===== src/hdl/ntwa_pkg.sv =====
// ----------------------------------------------------------------------------
// ntwa_pkg: shared types and constants for the neighbor table
// Words, table entries and the command and status groups that join the
// controller and the datapath.
// ----------------------------------------------------------------------------
package ntwa_pkg;

  localparam int unsigned DEF_TABLE_DEPTH = 16;
  localparam logic [31:0] MAX_AGE_RESET = 32'd30000;
  localparam logic signed [7:0] RSSI_NONE = -8'sd128;

  localparam logic [1:0] FUNC_HELLO = 2'd0;
  localparam logic [1:0] FUNC_PRUNE = 2'd1;
  localparam logic [1:0] FUNC_READ = 2'd2;

  typedef struct packed {
    logic [1:0] func;
    logic [47:0] mac_addr;
    logic [31:0] base_color;
    logic [31:0] shade_color;
    logic [31:0] fw_version;
    logic signed [7:0] signal_rssi;
    logic [31:0] now_ms;
    logic [3:0] read_index;
  } in_word_t;

  typedef struct packed {
    logic entry_valid;
    logic [47:0] out_mac;
    logic [31:0] out_base_color;
    logic [31:0] out_shade_color;
    logic [31:0] out_fw_version;
    logic [31:0] out_last_seen;
    logic signed [7:0] out_rssi;
    logic [4:0] entry_count;
    logic evicted;
    logic [4:0] removed_count;
  } out_word_t;

  typedef struct packed {
    logic [47:0] mac;
    logic [31:0] base;
    logic [31:0] shade;
    logic [31:0] fw;
    logic [31:0] stamp;
    logic signed [7:0] rssi;
  } entry_t;

  typedef enum logic [1:0] {
    RD_IDX = 2'd0,
    RD_LAST = 2'd1,
    RD_RIX = 2'd2
  } rd_sel_t;

  typedef enum logic [1:0] {
    WA_IDX = 2'd0,
    WA_CNT = 2'd1,
    WA_MIN = 2'd2
  } wa_sel_t;

  typedef enum logic [1:0] {
    WD_NEW = 2'd0,
    WD_MERGE = 2'd1,
    WD_MOVE = 2'd2
  } wd_sel_t;

  typedef struct packed {
    logic load_item;
    logic rd_en;
    rd_sel_t rd_sel;
    logic wr_en;
    wa_sel_t wa_sel;
    wd_sel_t wd_sel;
    logic idx_clr;
    logic idx_inc;
    logic min_step;
    logic cnt_inc;
    logic cnt_dec;
    logic set_evict;
    logic rem_inc;
    logic out_load;
  } ntwa_cmd_t;

  typedef struct packed {
    logic [1:0] func;
    logic cnt_zero;
    logic idx_last;
    logic full;
    logic mac_hit;
    logic prune_hit;
    logic out_free;
  } ntwa_stat_t;

endpackage


===== src/hdl/ntwa_ctrl.sv =====
// ----------------------------------------------------------------------------
// ntwa_ctrl: sequencer for the neighbor table
// Walks the table slot by slot for lookup, eviction scan and prune, and
// issues commands to the datapath.
// ----------------------------------------------------------------------------
module ntwa_ctrl
  import ntwa_pkg::*;
(
  input  logic       clk,
  input  logic       rst_n,
  input  logic       in_valid,
  output logic       in_stall,
  input  ntwa_stat_t stat,
  output ntwa_cmd_t  cmd
);

  typedef enum logic [14:0] {
    S_IDLE  = 15'b000000000000001,
    S_DISP  = 15'b000000000000010,
    S_H_RD  = 15'b000000000000100,
    S_H_CMP = 15'b000000000001000,
    S_H_INS = 15'b000000000010000,
    S_E_RD  = 15'b000000000100000,
    S_E_CMP = 15'b000000001000000,
    S_E_LRD = 15'b000000010000000,
    S_E_MOV = 15'b000000100000000,
    S_P_RD  = 15'b000001000000000,
    S_P_CMP = 15'b000010000000000,
    S_P_LRD = 15'b000100000000000,
    S_P_MOV = 15'b001000000000000,
    S_R_RD  = 15'b010000000000000,
    S_FIN   = 15'b100000000000000
  } state_t;

  state_t state_r, state_nxt;

  assign in_stall = (state_r != S_IDLE);

  always_comb begin
    state_nxt = state_r;
    cmd = '0;
    cmd.rd_sel = RD_IDX;
    cmd.wa_sel = WA_IDX;
    cmd.wd_sel = WD_NEW;
    case (state_r)
      S_IDLE: begin
        if (in_valid) begin
          cmd.load_item = 1'b1;
          state_nxt = S_DISP;
        end
      end
      S_DISP: begin
        case (stat.func)
          FUNC_HELLO: state_nxt = stat.cnt_zero ? S_H_INS : S_H_RD;
          FUNC_PRUNE: state_nxt = stat.cnt_zero ? S_FIN : S_P_RD;
          FUNC_READ: state_nxt = S_R_RD;
          default: state_nxt = S_FIN;
        endcase
      end
      S_H_RD: begin
        cmd.rd_en = 1'b1;
        state_nxt = S_H_CMP;
      end
      S_H_CMP: begin
        if (stat.mac_hit) begin
          cmd.wr_en = 1'b1;
          cmd.wd_sel = WD_MERGE;
          state_nxt = S_FIN;
        end else if (!stat.idx_last) begin
          cmd.idx_inc = 1'b1;
          state_nxt = S_H_RD;
        end else if (stat.full) begin
          cmd.idx_clr = 1'b1;
          state_nxt = S_E_RD;
        end else begin
          state_nxt = S_H_INS;
        end
      end
      S_H_INS: begin
        cmd.wr_en = 1'b1;
        cmd.wa_sel = WA_CNT;
        cmd.cnt_inc = 1'b1;
        state_nxt = S_FIN;
      end
      S_E_RD: begin
        cmd.rd_en = 1'b1;
        state_nxt = S_E_CMP;
      end
      S_E_CMP: begin
        cmd.min_step = 1'b1;
        if (stat.idx_last) begin
          state_nxt = S_E_LRD;
        end else begin
          cmd.idx_inc = 1'b1;
          state_nxt = S_E_RD;
        end
      end
      S_E_LRD: begin
        cmd.rd_en = 1'b1;
        cmd.rd_sel = RD_LAST;
        state_nxt = S_E_MOV;
      end
      S_E_MOV: begin
        cmd.wr_en = 1'b1;
        cmd.wa_sel = WA_MIN;
        cmd.wd_sel = WD_MOVE;
        cmd.cnt_dec = 1'b1;
        cmd.set_evict = 1'b1;
        state_nxt = S_H_INS;
      end
      S_P_RD: begin
        cmd.rd_en = 1'b1;
        state_nxt = S_P_CMP;
      end
      S_P_CMP: begin
        if (stat.prune_hit) begin
          state_nxt = S_P_LRD;
        end else if (stat.idx_last) begin
          state_nxt = S_FIN;
        end else begin
          cmd.idx_inc = 1'b1;
          state_nxt = S_P_RD;
        end
      end
      S_P_LRD: begin
        cmd.rd_en = 1'b1;
        cmd.rd_sel = RD_LAST;
        state_nxt = S_P_MOV;
      end
      S_P_MOV: begin
        cmd.wr_en = 1'b1;
        cmd.wd_sel = WD_MOVE;
        cmd.cnt_dec = 1'b1;
        cmd.rem_inc = 1'b1;
        state_nxt = stat.idx_last ? S_FIN : S_P_RD;
      end
      S_R_RD: begin
        cmd.rd_en = 1'b1;
        cmd.rd_sel = RD_RIX;
        state_nxt = S_FIN;
      end
      S_FIN: begin
        if (stat.out_free) begin
          cmd.out_load = 1'b1;
          state_nxt = S_IDLE;
        end
      end
      default: state_nxt = S_IDLE;
    endcase
  end

  always_ff @(posedge clk) begin
    if (!rst_n) begin
      state_r <= S_IDLE;
    end else begin
      state_r <= state_nxt;
    end
  end

endmodule


===== src/hdl/ntwa_dpath.sv =====
// ----------------------------------------------------------------------------
// ntwa_dpath: storage and arithmetic of the neighbor table
// Holds the entry memory, the slot walk index, the count, the oldest-entry
// tracker, the age limit register and the result register.
// ----------------------------------------------------------------------------
module ntwa_dpath
  import ntwa_pkg::*;
#(
  parameter int unsigned TABLE_DEPTH = DEF_TABLE_DEPTH
) (
  input  logic        clk,
  input  logic        rst_n,
  input  in_word_t    in_data,
  input  logic        cfg_valid,
  output logic        cfg_ready,
  input  logic [31:0] cfg_data,
  output logic        out_valid,
  input  logic        out_stall,
  output out_word_t   out_data,
  input  ntwa_cmd_t   cmd,
  output ntwa_stat_t  stat
);

  localparam int unsigned IW = (TABLE_DEPTH > 1) ? $clog2(TABLE_DEPTH) : 1;
  localparam int unsigned CW = $clog2(TABLE_DEPTH + 1);

  entry_t mem [TABLE_DEPTH];
  entry_t rd_r;
  in_word_t item_r;
  logic [IW-1:0] idx_r;
  logic [IW-1:0] min_idx_r;
  logic [31:0] min_stamp_r;
  logic [CW-1:0] cnt_r;
  logic [CW-1:0] rem_r;
  logic evict_r;
  logic [31:0] max_age_r;
  logic out_valid_r;
  out_word_t out_r;
  out_word_t out_nxt;

  logic [CW-1:0] last_w;
  logic [31:0] rix_w;
  logic [IW-1:0] rd_addr, wr_addr;
  entry_t wr_data, new_entry;
  logic [31:0] age_w;
  logic rix_ok;

  assign cfg_ready = 1'b1;
  assign last_w = cnt_r - CW'(1);
  assign rix_w = 32'(item_r.read_index);

  always_comb begin
    case (cmd.rd_sel)
      RD_LAST: rd_addr = last_w[IW-1:0];
      RD_RIX: rd_addr = rix_w[IW-1:0];
      default: rd_addr = idx_r;
    endcase
    case (cmd.wa_sel)
      WA_CNT: wr_addr = cnt_r[IW-1:0];
      WA_MIN: wr_addr = min_idx_r;
      default: wr_addr = idx_r;
    endcase
    new_entry.mac = item_r.mac_addr;
    new_entry.base = item_r.base_color;
    new_entry.shade = item_r.shade_color;
    new_entry.fw = item_r.fw_version;
    new_entry.stamp = item_r.now_ms;
    new_entry.rssi = item_r.signal_rssi;
    case (cmd.wd_sel)
      WD_MERGE: begin
        wr_data = new_entry;
        if (item_r.signal_rssi == RSSI_NONE) begin
          wr_data.rssi = rd_r.rssi;
        end
      end
      WD_MOVE: wr_data = rd_r;
      default: wr_data = new_entry;
    endcase
  end

  // A stamp later than the current time counts as age zero.
  assign age_w = (item_r.now_ms >= rd_r.stamp) ? item_r.now_ms - rd_r.stamp : 32'd0;
  assign rix_ok = (32'(cnt_r) > rix_w);

  assign stat.func = item_r.func;
  assign stat.cnt_zero = (cnt_r == '0);
  assign stat.idx_last = ((CW'(idx_r) + CW'(1)) == cnt_r);
  assign stat.full = (32'(cnt_r) == 32'(TABLE_DEPTH));
  assign stat.mac_hit = (rd_r.mac == item_r.mac_addr);
  assign stat.prune_hit = (rd_r.stamp != 32'd0) && (age_w > max_age_r);
  assign stat.out_free = !out_valid_r || !out_stall;

  // Result word: entry fields only on an in-range read, zero otherwise.
  always_comb begin
    out_nxt = '0;
    out_nxt.entry_count = 5'(cnt_r);
    out_nxt.evicted = evict_r;
    out_nxt.removed_count = 5'(rem_r);
    if ((item_r.func == FUNC_READ) && rix_ok) begin
      out_nxt.entry_valid = 1'b1;
      out_nxt.out_mac = rd_r.mac;
      out_nxt.out_base_color = rd_r.base;
      out_nxt.out_shade_color = rd_r.shade;
      out_nxt.out_fw_version = rd_r.fw;
      out_nxt.out_last_seen = rd_r.stamp;
      out_nxt.out_rssi = rd_r.rssi;
    end
  end

  always_ff @(posedge clk) begin
    if (cmd.wr_en) begin
      mem[wr_addr] <= wr_data;
    end
    if (cmd.rd_en) begin
      rd_r <= mem[rd_addr];
    end
  end

  always_ff @(posedge clk) begin
    if (cmd.load_item) begin
      item_r <= in_data;
    end
    if (cmd.min_step && ((idx_r == '0) || (rd_r.stamp < min_stamp_r))) begin
      min_stamp_r <= rd_r.stamp;
      min_idx_r <= idx_r;
    end
    if (cmd.out_load) begin
      out_r <= out_nxt;
    end
  end

  always_ff @(posedge clk) begin
    if (!rst_n) begin
      idx_r <= '0;
      cnt_r <= '0;
      rem_r <= '0;
      evict_r <= 1'b0;
      max_age_r <= MAX_AGE_RESET;
      out_valid_r <= 1'b0;
    end else begin
      if (cfg_valid && cfg_ready) begin
        max_age_r <= cfg_data;
      end
      if (cmd.load_item || cmd.idx_clr) begin
        idx_r <= '0;
      end else if (cmd.idx_inc) begin
        idx_r <= idx_r + IW'(1);
      end
      if (cmd.cnt_inc) begin
        cnt_r <= cnt_r + CW'(1);
      end else if (cmd.cnt_dec) begin
        cnt_r <= last_w;
      end
      if (cmd.load_item) begin
        rem_r <= '0;
        evict_r <= 1'b0;
      end else begin
        if (cmd.rem_inc) begin
          rem_r <= rem_r + CW'(1);
        end
        if (cmd.set_evict) begin
          evict_r <= 1'b1;
        end
      end
      if (cmd.out_load) begin
        out_valid_r <= 1'b1;
      end else if (!out_stall) begin
        out_valid_r <= 1'b0;
      end
    end
  end

  assign out_valid = out_valid_r;
  assign out_data = out_r;

  a_cnt_bound: assert property (@(posedge clk) disable iff (!rst_n)
    32'(cnt_r) <= 32'(TABLE_DEPTH))
    else $error("entry count above table depth");

  a_ins_room: assert property (@(posedge clk) disable iff (!rst_n)
    cmd.cnt_inc |-> !stat.full)
    else $error("insert into a full table");

  a_drop_nonempty: assert property (@(posedge clk) disable iff (!rst_n)
    cmd.cnt_dec |-> !stat.cnt_zero)
    else $error("removal from an empty table");

  a_evict_full: assert property (@(posedge clk) disable iff (!rst_n)
    cmd.set_evict |-> stat.full)
    else $error("eviction while table not full");

  a_rem_bound: assert property (@(posedge clk) disable iff (!rst_n)
    (32'(rem_r) + 32'(cnt_r)) <= 32'(TABLE_DEPTH))
    else $error("removed plus remaining exceeds depth");

endmodule


===== src/hdl/neighbor_table_with_aging.sv =====
// ----------------------------------------------------------------------------
// neighbor_table_with_aging: MAC-keyed neighbor table with aging
// Top level joining the sequencer and the table datapath.
// ----------------------------------------------------------------------------
// The block keeps up to TABLE_DEPTH neighbor entries in one single-port-write
// memory, packed densely from slot zero. A word is accepted only while the
// sequencer is idle, so one word is worked at a time; the result word sits in
// an output register, so the next input word can be taken while it waits.
// Every slot visit reads the memory, then acts on the registered data. A
// read fetches only the slot named by its read index. A hello walks the
// slots and stops to merge into the slot that holds its address, else it
// inserts the new entry in the slot after the last; when the table is full
// and the address is new, the scan for the oldest stamp and the move of the
// last entry into its slot come first. A prune walks the entries and moves
// the last entry into the slot of each entry removed. A stalled output
// register holds the finished item until it drains. The age limit is
// written through the cfg port, which is always ready.
module neighbor_table_with_aging
  import ntwa_pkg::*;
#(
  parameter int unsigned TABLE_DEPTH = DEF_TABLE_DEPTH
) (
  input  logic        clk,
  input  logic        rst_n,
  input  logic        in_valid,
  output logic        in_stall,
  input  in_word_t    in_data,
  output logic        out_valid,
  input  logic        out_stall,
  output out_word_t   out_data,
  input  logic        cfg_valid,
  output logic        cfg_ready,
  input  logic [31:0] cfg_data
);

  // Command and status groups between sequencer and datapath.
  ntwa_cmd_t cmd;
  ntwa_stat_t stat;

  ntwa_ctrl u_ctrl (
    .clk(clk),
    .rst_n(rst_n),
    .in_valid(in_valid),
    .in_stall(in_stall),
    .stat(stat),
    .cmd(cmd)
  );

  ntwa_dpath #(
    .TABLE_DEPTH(TABLE_DEPTH)
  ) u_dpath (
    .clk(clk),
    .rst_n(rst_n),
    .in_data(in_data),
    .cfg_valid(cfg_valid),
    .cfg_ready(cfg_ready),
    .cfg_data(cfg_data),
    .out_valid(out_valid),
    .out_stall(out_stall),
    .out_data(out_data),
    .cmd(cmd),
    .stat(stat)
  );

endmodule

===== config.mk =====
export PLATFORM = sky130hd
export DESIGN_NAME = neighbor_table_with_aging
export DESIGN_NICKNAME = d
export VERILOG_FILES = /design/src/hdl/ntwa_pkg.sv /design/src/hdl/ntwa_ctrl.sv /design/src/hdl/ntwa_dpath.sv /design/src/hdl/neighbor_table_with_aging.sv
export SDC_FILE = /design/constraint.sdc
export NUM_CORES = 2
export LEC_CHECK = 0
export ABC_AREA = 1
export BUFFER_PORTS_ARGS = -buffer_cell sky130_fd_sc_hd__buf_4
export CAP_MARGIN = 25
export CORE_MARGIN = 2
export CORE_UTILIZATION = 50
export DETAILED_ROUTE_END_ITERATION = 16
export PLACE_DENSITY = 0.74
export SLEW_MARGIN = 20
export SYNTH_ARGS = -nofsm -noshare
export SYNTH_HDL_FRONTEND = slang
export SYNTH_SLANG_ARGS = --single-unit

===== constraint.sdc =====
create_clock -name clk -period 21.5 [get_ports clk]
set_input_delay 1.075 -clock clk [delete_from_list [all_inputs] [get_ports clk]]
set_output_delay 1.075 -clock clk [all_outputs]
set_load 0.02 [all_outputs]

# Yosys cells after proc, flatten, opt, wreduce, memory -nomap -nowiden
# Memory sizes are Yosys's and may differ from the RTL's. A register that Yosys moved wholly into a read port is not among the register bits.
# Index checks and enable logic that the tools add are counted.
# classes
add_sub_neg,6
multipliers,0
div_mod_pow,0
magnitude_cmp,4
eq_ne,31
shift,0
muxes,47
n_bitwise,1
n_reduce_logical,21
# ops
op,n
$pmux 184 s2,1
$pmux 15 s14,1
$mux 185,1
$mux 15,6
$eq 48x48->1,1
$pmux 15 s3,1
$ge 32x32->1,1
$gt 32x32->1,1
$lt 32x32->1,1
$mux 32,1
$reduce_bool 32->1,1
$sub 32x32->32,1
$mux 1,21
$mux 8,2
$pmux 4 s2,2
$eq 15x1->1 const B,1
$eq 15x10->1 const B,1
$eq 15x11->1 const B,1
$eq 15x12->1 const B,1
$eq 15x13->1 const B,1
$eq 15x14->1 const B,1
$eq 15x15->1 const B,1
$eq 15x2->1 const B,1
$eq 15x3->1 const B,1
37 further kinds,59
# word_totals
regBits,485
latchBits,0
ramBits,2944
rom_bits,0
in_bits,227
n_memories,1
# mem_list
name,depth,word_bits,read_ports,rd_ports_with_merged_regs,write_ports,line,source
u_dpath.mem,16,184,1,1,1,ntwa_dpath.sv:27,entry_t mem [TABLE_DEPTH];

# Logic depth before layout (Yosys ltp)
# logic_depth
ltp_word,7
ltp_mapped,34

# Hierarchy
# From an unflattened synthesis, not the netlist that was laid out.
# unflattened
hier_cells,11623
hier_area_um2,146209.0
# by_module_without_submodules
module,instances,cells_per_inst,area_per_inst_um2,seq_area_each_um2
ntwa_dpath,1,11460,145153.0,107563.2
ntwa_ctrl,1,163,1056.0,300.3

# Worst setup path before layout
# No wires, ideal clock.
# synth_path
path_kind,register to register
start,register u_ctrl.state_r[8]
end,memory u_dpath.mem[3][0] in the netlist's numbering (enable)
arrival_time_ns,14.546
required_time_ns,20.547
slack_ns,6.001
path_stages_with_launch,14
path_buffers,0
synth_period_minus_slack_ns,15.499
path_cell_list,dfxtp_1 -> nor2_1 -> nand2_1 -> nor2_1 -> inv_1 -> nor2_2 -> inv_1 -> nor2_1 -> inv_1 -> ha_1 -> inv_1 -> o21ai_0 -> inv_1 -> nor3_1
# synth_between
elab_chain_cells,5
# synth_rtl
item,line,source
start: declaration,ntwa_ctrl.sv:35,"state_t state_r, state_nxt;"
start signal: assignment,ntwa_ctrl.sv:156,state_r <= state_nxt;
"$eq 15x5->1, or another cell as far along",ntwa_ctrl.sv:45,case (state_r)
$reduce_or 3->1 (no source line),-,
$pmux 1 s2,ntwa_ctrl.sv:45,
$mux 1,ntwa_dpath.sv:111,if (cmd.wr_en) begin
$mux 1 (not written as such),ntwa_dpath.sv:112,mem[wr_addr] <= wr_data;
end: declaration,ntwa_dpath.sv:27,
# Several ways; a longest one is shown, not always the timed one.

# Worst setup path in the final report
# layout_path
start,register u_ctrl.state_r[0]
end,register u_dpath.rd_r[55] (netlist name)
# layout_between
elab_chain_cells,5
# layout_rtl
item,line,source
$eq 15x8->1 or $eq 15x12->1 (tied branches),ntwa_ctrl.sv:45,
$reduce_or 2->1 (no source line),-,
$pmux 2 s2,ntwa_ctrl.sv:45,
$eq 2x2->1 or $eq 2x1->1 (tied branches),ntwa_dpath.sv:53,case (cmd.rd_sel)
$pmux 4 s2,ntwa_dpath.sv:53,
# Several ways; a longest one is shown, not always the timed one.
# A chain may end at the register's enable or synchronous reset.

==> summary.txt <==
Outcome
  • Status: complete, no violations

Placed design
  • Worst slack at placement: 14.53 ns
  • Final Wtd Congestion: 0.925
  • Placement Cell Area: 0.151 mm2
  • Count of port buffers added during placement: 424
  • HPWL reported at the end of detailed placement: 206 mm

STA
  • Final Slew Violations: 0
  • Final-report setup violation count: 0
  • Worst max-slew margin expressed relative to the limit: between 10% and 20%
  • Endpoints failing hold: 0
  • Setup TNS: 0 ns
  • Crit share post-route: 32.5%
  • Post-route worst hold slack: 0.314 ns
  • Worst-case setup margin in the final layout: approximately 15 ns
  • Setup repair after global routing missed its margin: no
  • Post-route clock skew: 0.0880 ns
  • Slew of the pin with the lowest slew margin: 1.32 ns
  • Time the final worst path needs with I/O delays and setup: 6.98 ns
  • Achievable frequency: 0.143 GHz

Clock network
  • CTS Hold Buffers Added: 0
  • Total number of clock tree sinks: 3613
  • Clock tree from TritonCTS: built
  • Clock latency on the worst-skew pair: 0.93 ns
  • Clock transition time at the flip-flop clock pins of the worst setup and hold paths: 0.06 ns
  • Setup Buffers After CTS: 0
  • Clock tree root driver cell: sky130_fd_sc_hd__clkbuf_16
  • Number of buffers on the longest clock path: 4
  • Quantity of gates resized following cts: 0
  • Inserted Clock Buffers: 359
  • Level count of the clock H-tree: 5

Global routing
  • Grt ovf: 0
  • Via count of the first global-routing pass: 88100
  • Global-route usage over all layers: 25.9%
  • Maximum number of pins on one net before global-route repair: ~250
  • Initial antenna violation count: 21
  • Global-route wire length before repair: 568 mm

Layout
  • Post-route cell area: 0.163 mm2
  • Share of the core filled with cells: 57.1%
  • Fraction of final layout cells with drive strength greater than 1: 11.9%
  • Fin nets: roughly 11000
  • P&R area growth vs syn: 13.5%
  • Filler Cells Inserted: 21700

Synthesis
  • Proportion of synthesized flip-flops having asynchronous set or reset: 0%
  • Number of different library cells in the post-synthesis netlist: 52
  • Primary FF master, synth: sky130_fd_sc_hd__edfxtp_1
  • Avg Inst Size Synth: 13.6 um2
  • Synth Cell Area: 0.144 mm2
  • Synth Net Count: 10900
  • Number of register bits inferred by synthesis: roughly 3600
  • Share of synthesized area occupied by flip-flops and latches: between 70% and 80%
  • Yosys warning count: 0
  • Post-Synthesis Cells: 10600
  • Number of flops mapped to enable cells by yosys: around 3600

Drt
  • Drt via density: 6.16
  • Avg WL per Cell: about 26 um
  • Final wirelength: 391 mm
  • Number of detailed-route iterations in the first pass: 8
  • Via count of the routed design: a little over 90000
  • Number of nets with antenna violations after detailed routing: 0
  • Number of DRC markers after the initial detailed-route iteration: 13400
  • DR DRC count: 0

Job
  • MaxCap Viol Count: 0

Die
  • Die Height: 540 um
  • Die Footprint: 0.291 mm2
  • Top Ports: 426
  • Initial core utilization: about half
  • Number of standard-cell rows in the floorplan: between 150 and 200
  • Width of the chip: 540 um
  • Placeable core region: between 0.2 and 0.3 mm2

Setup path
  • Worst setup SP type: register
  • Critical path type: reg2reg
  • Highest net fanout along the worst path: ~180
  • Data arrival time of the worst path: roughly 7.7 ns
  • Critical Path, Cell by Cell: nor2_1 > nand2_1 > nor2_2 > nand4_1 > ha_1 > inv_2 > nand3_1 > nand2_8 > inv_8 > buf_12 > buf_16 > buf_4 > buf_4 > buf_12 > nor2_1 > o311ai_0 > o211ai_1 > o21ai_1
  • Largest incremental delay on the critical path: between 0.7 and 0.8 ns
  • Slowest cell on crit path: sky130_fd_sc_hd__buf_4
  • R2R Setup Slk: 14.52 ns
  • Data required time of the worst path: 22.20 ns
  • Element type at the critical path end: register

Power
  • Static leakage power: 0.0560 uW
  • Pwr Density: slightly below 90 mW/mm2
  • Maximum vdd ir drop: 0.0713 mV

Min path
  • Hold Path Class: in2reg
-- path summary, 6_finish.rpt --
check                          from                  end  depth (start not counted)
setup / recovery  u_ctrl.state_r[0]     u_dpath.rd_r[55]                         18
setup reg to reg  u_ctrl.state_r[0]     u_dpath.rd_r[55]                         18
hold reg to reg     u_dpath.evict_r  u_dpath.out_data[5]                          0
hold / removal         in_data[108]  u_dpath.item_r[108]                          1
-- kinds of logic (layout without fill, tap and decap cells) --
family	count (synthesis)	in the layout	share of synthesized area (%)
buf+inv	1148	1836	3.27
mux	152	152	1.06
simple gates	2915	2915	8.19
compound gates	2560	2560	11.1
fa+ha+maj	111	111	0.972
flops	3613	3613	75.1
other cells	1	5	0.00261
xor+xnor	50	50	0.305
-- synth_stat cells, types with 2 or more instances --
cell / instances / area, um2
sky130_fd_sc_hd__or2_2: 97 / 607
sky130_fd_sc_hd__nor2_2: 2 / 12.5
sky130_fd_sc_hd__nor3b_1: 2 / 15.0
sky130_fd_sc_hd__inv_1: 474 / 1780
sky130_fd_sc_hd__nand3_1: 169 / 846
sky130_fd_sc_hd__o32ai_1: 146 / 1280
sky130_fd_sc_hd__a21o_1: 7 / 52.6
sky130_fd_sc_hd__nand3_2: 2 / 20.0
sky130_fd_sc_hd__a211oi_1: 4 / 30.0
sky130_fd_sc_hd__nor2_1: 1443 / 5420
sky130_fd_sc_hd__a32oi_1: 47 / 412
sky130_fd_sc_hd__a22oi_4: 2 / 42.5
sky130_fd_sc_hd__inv_2: 8 / 30.0
sky130_fd_sc_hd__buf_6: 9 / 101
sky130_fd_sc_hd__buf_4: 26 / 195
sky130_fd_sc_hd__mux2i_1: 152 / 1520
sky130_fd_sc_hd__o22ai_1: 260 / 1630
sky130_fd_sc_hd__o311a_1: 22 / 220
sky130_fd_sc_hd__o21ai_1: 65 / 325
sky130_fd_sc_hd__nand4_1: 29 / 181
sky130_fd_sc_hd__nand2_1: 1013 / 3800
sky130_fd_sc_hd__and3_1: 36 / 225
sky130_fd_sc_hd__o21bai_1: 116 / 871
sky130_fd_sc_hd__dfxtp_1: 63 / 1260
sky130_fd_sc_hd__o311ai_0: 74 / 648
sky130_fd_sc_hd__buf_2: 164 / 821
sky130_fd_sc_hd__ha_1: 110 / 1380
sky130_fd_sc_hd__nand3b_1: 3 / 22.5
sky130_fd_sc_hd__a21boi_0: 68 / 510
sky130_fd_sc_hd__o211ai_1: 190 / 1430
sky130_fd_sc_hd__nor3_1: 106 / 531
sky130_fd_sc_hd__nor4_1: 11 / 68.8
sky130_fd_sc_hd__buf_1: 38 / 143
sky130_fd_sc_hd__xor2_1: 19 / 166
sky130_fd_sc_hd__o221ai_1: 153 / 1340
sky130_fd_sc_hd__xnor2_1: 31 / 272
sky130_fd_sc_hd__edfxtp_1: 3550 / 107000
sky130_fd_sc_hd__a31oi_1: 21 / 131
sky130_fd_sc_hd__o31ai_1: 4 / 30.0
sky130_fd_sc_hd__o311ai_1: 5 / 43.8
sky130_fd_sc_hd__o21a_1: 6 / 45.0
sky130_fd_sc_hd__o21ai_0: 1140 / 5710
sky130_fd_sc_hd__a21oi_1: 227 / 1140
sky130_fd_sc_hd__clkbuf_4: 3 / 22.5
sky130_fd_sc_hd__clkbuf_1: 426 / 1600
-- sequential cells by signal, summed over array words and instances (netlist names), 5 cells and up --
name	count
u_dpath.out_data	196
u_dpath.cnt_r	5
u_dpath.rem_r	5
u_dpath.max_age_r	32
u_dpath.item_r	188
u_dpath.rd_r	184
u_dpath.mem	2944
u_dpath.min_stamp_r	32
u_ctrl.state_r	15
-- critical path, delay by kind of cell (launching register included) --
| kind | cells | cell delay, ns |
|---|---|---|
| flops | 1 | 0.32 |
| simple gates | 7 | 1.62 |
| compound gates | 3 | 0.62 |
| buf+inv | 7 | 3.25 |
| fa+ha+maj | 1 | 0.56 |
-- metal layers --
| metal | GRT usage, % | part of all wire, % |
|---|---|---|
| met1 | 36.9 | 39 |
| met5 | 0 | 0.014 |
| met3 | 4.46 | 11 |
| met4 | 9.38 | 3.7 |
| met2 | 40.1 | 46 |
-- placed cells by master (no fill, tap or decap), types with 81 or more instances in the layout --
cell type	instances
sky130_fd_sc_hd__o21bai_1	116
sky130_fd_sc_hd__o32ai_1	146
sky130_fd_sc_hd__or2_2	97
sky130_fd_sc_hd__o221ai_1	153
sky130_fd_sc_hd__ha_1	110
sky130_fd_sc_hd__clkbuf_16	362
sky130_fd_sc_hd__buf_4	657
sky130_fd_sc_hd__o21ai_0	1091
sky130_fd_sc_hd__edfxtp_1	3550
sky130_fd_sc_hd__nor2_1	1428
sky130_fd_sc_hd__a21oi_1	226
sky130_fd_sc_hd__o22ai_1	255
sky130_fd_sc_hd__nand2_1	1012
sky130_fd_sc_hd__nor3_1	102
sky130_fd_sc_hd__nand3_1	169
sky130_fd_sc_hd__inv_1	474
sky130_fd_sc_hd__o211ai_1	190
sky130_fd_sc_hd__mux2i_1	152
sky130_fd_sc_hd__o21ai_1	113
sky130_fd_sc_hd__clkinv_1	81
-- final cells by class --
class	count	area (um2)	area share (%)
diodes	4	10.0	0.00614
clock buffers	437	9360	5.75
clock inverters	208	2080	1.28
inverters	482	1840	1.13
multi-input cells	5789	31200	19.2
flip-flops and latches	3613	108000	66.2
well taps	3762	4710	2.89
repair buffers	709	5810	3.57
-- metrics by stage --
stage	std cells	total power, uW
floorplan	10600	8170
global placement	14300	8330
detailed placement	14300	8350
CTS	15000	14400
global route	15000	14700
finish	15000	14400
-- power breakdown --
part | internal [uW] | switching, uW | leakage (uW)
registers | 7810 | 25.5 | 0.0322
clock network | 3510 | 2630 | 0.00555
logic | 108 | 268 | 0.0182
Power figures use the tool's default switching activity.
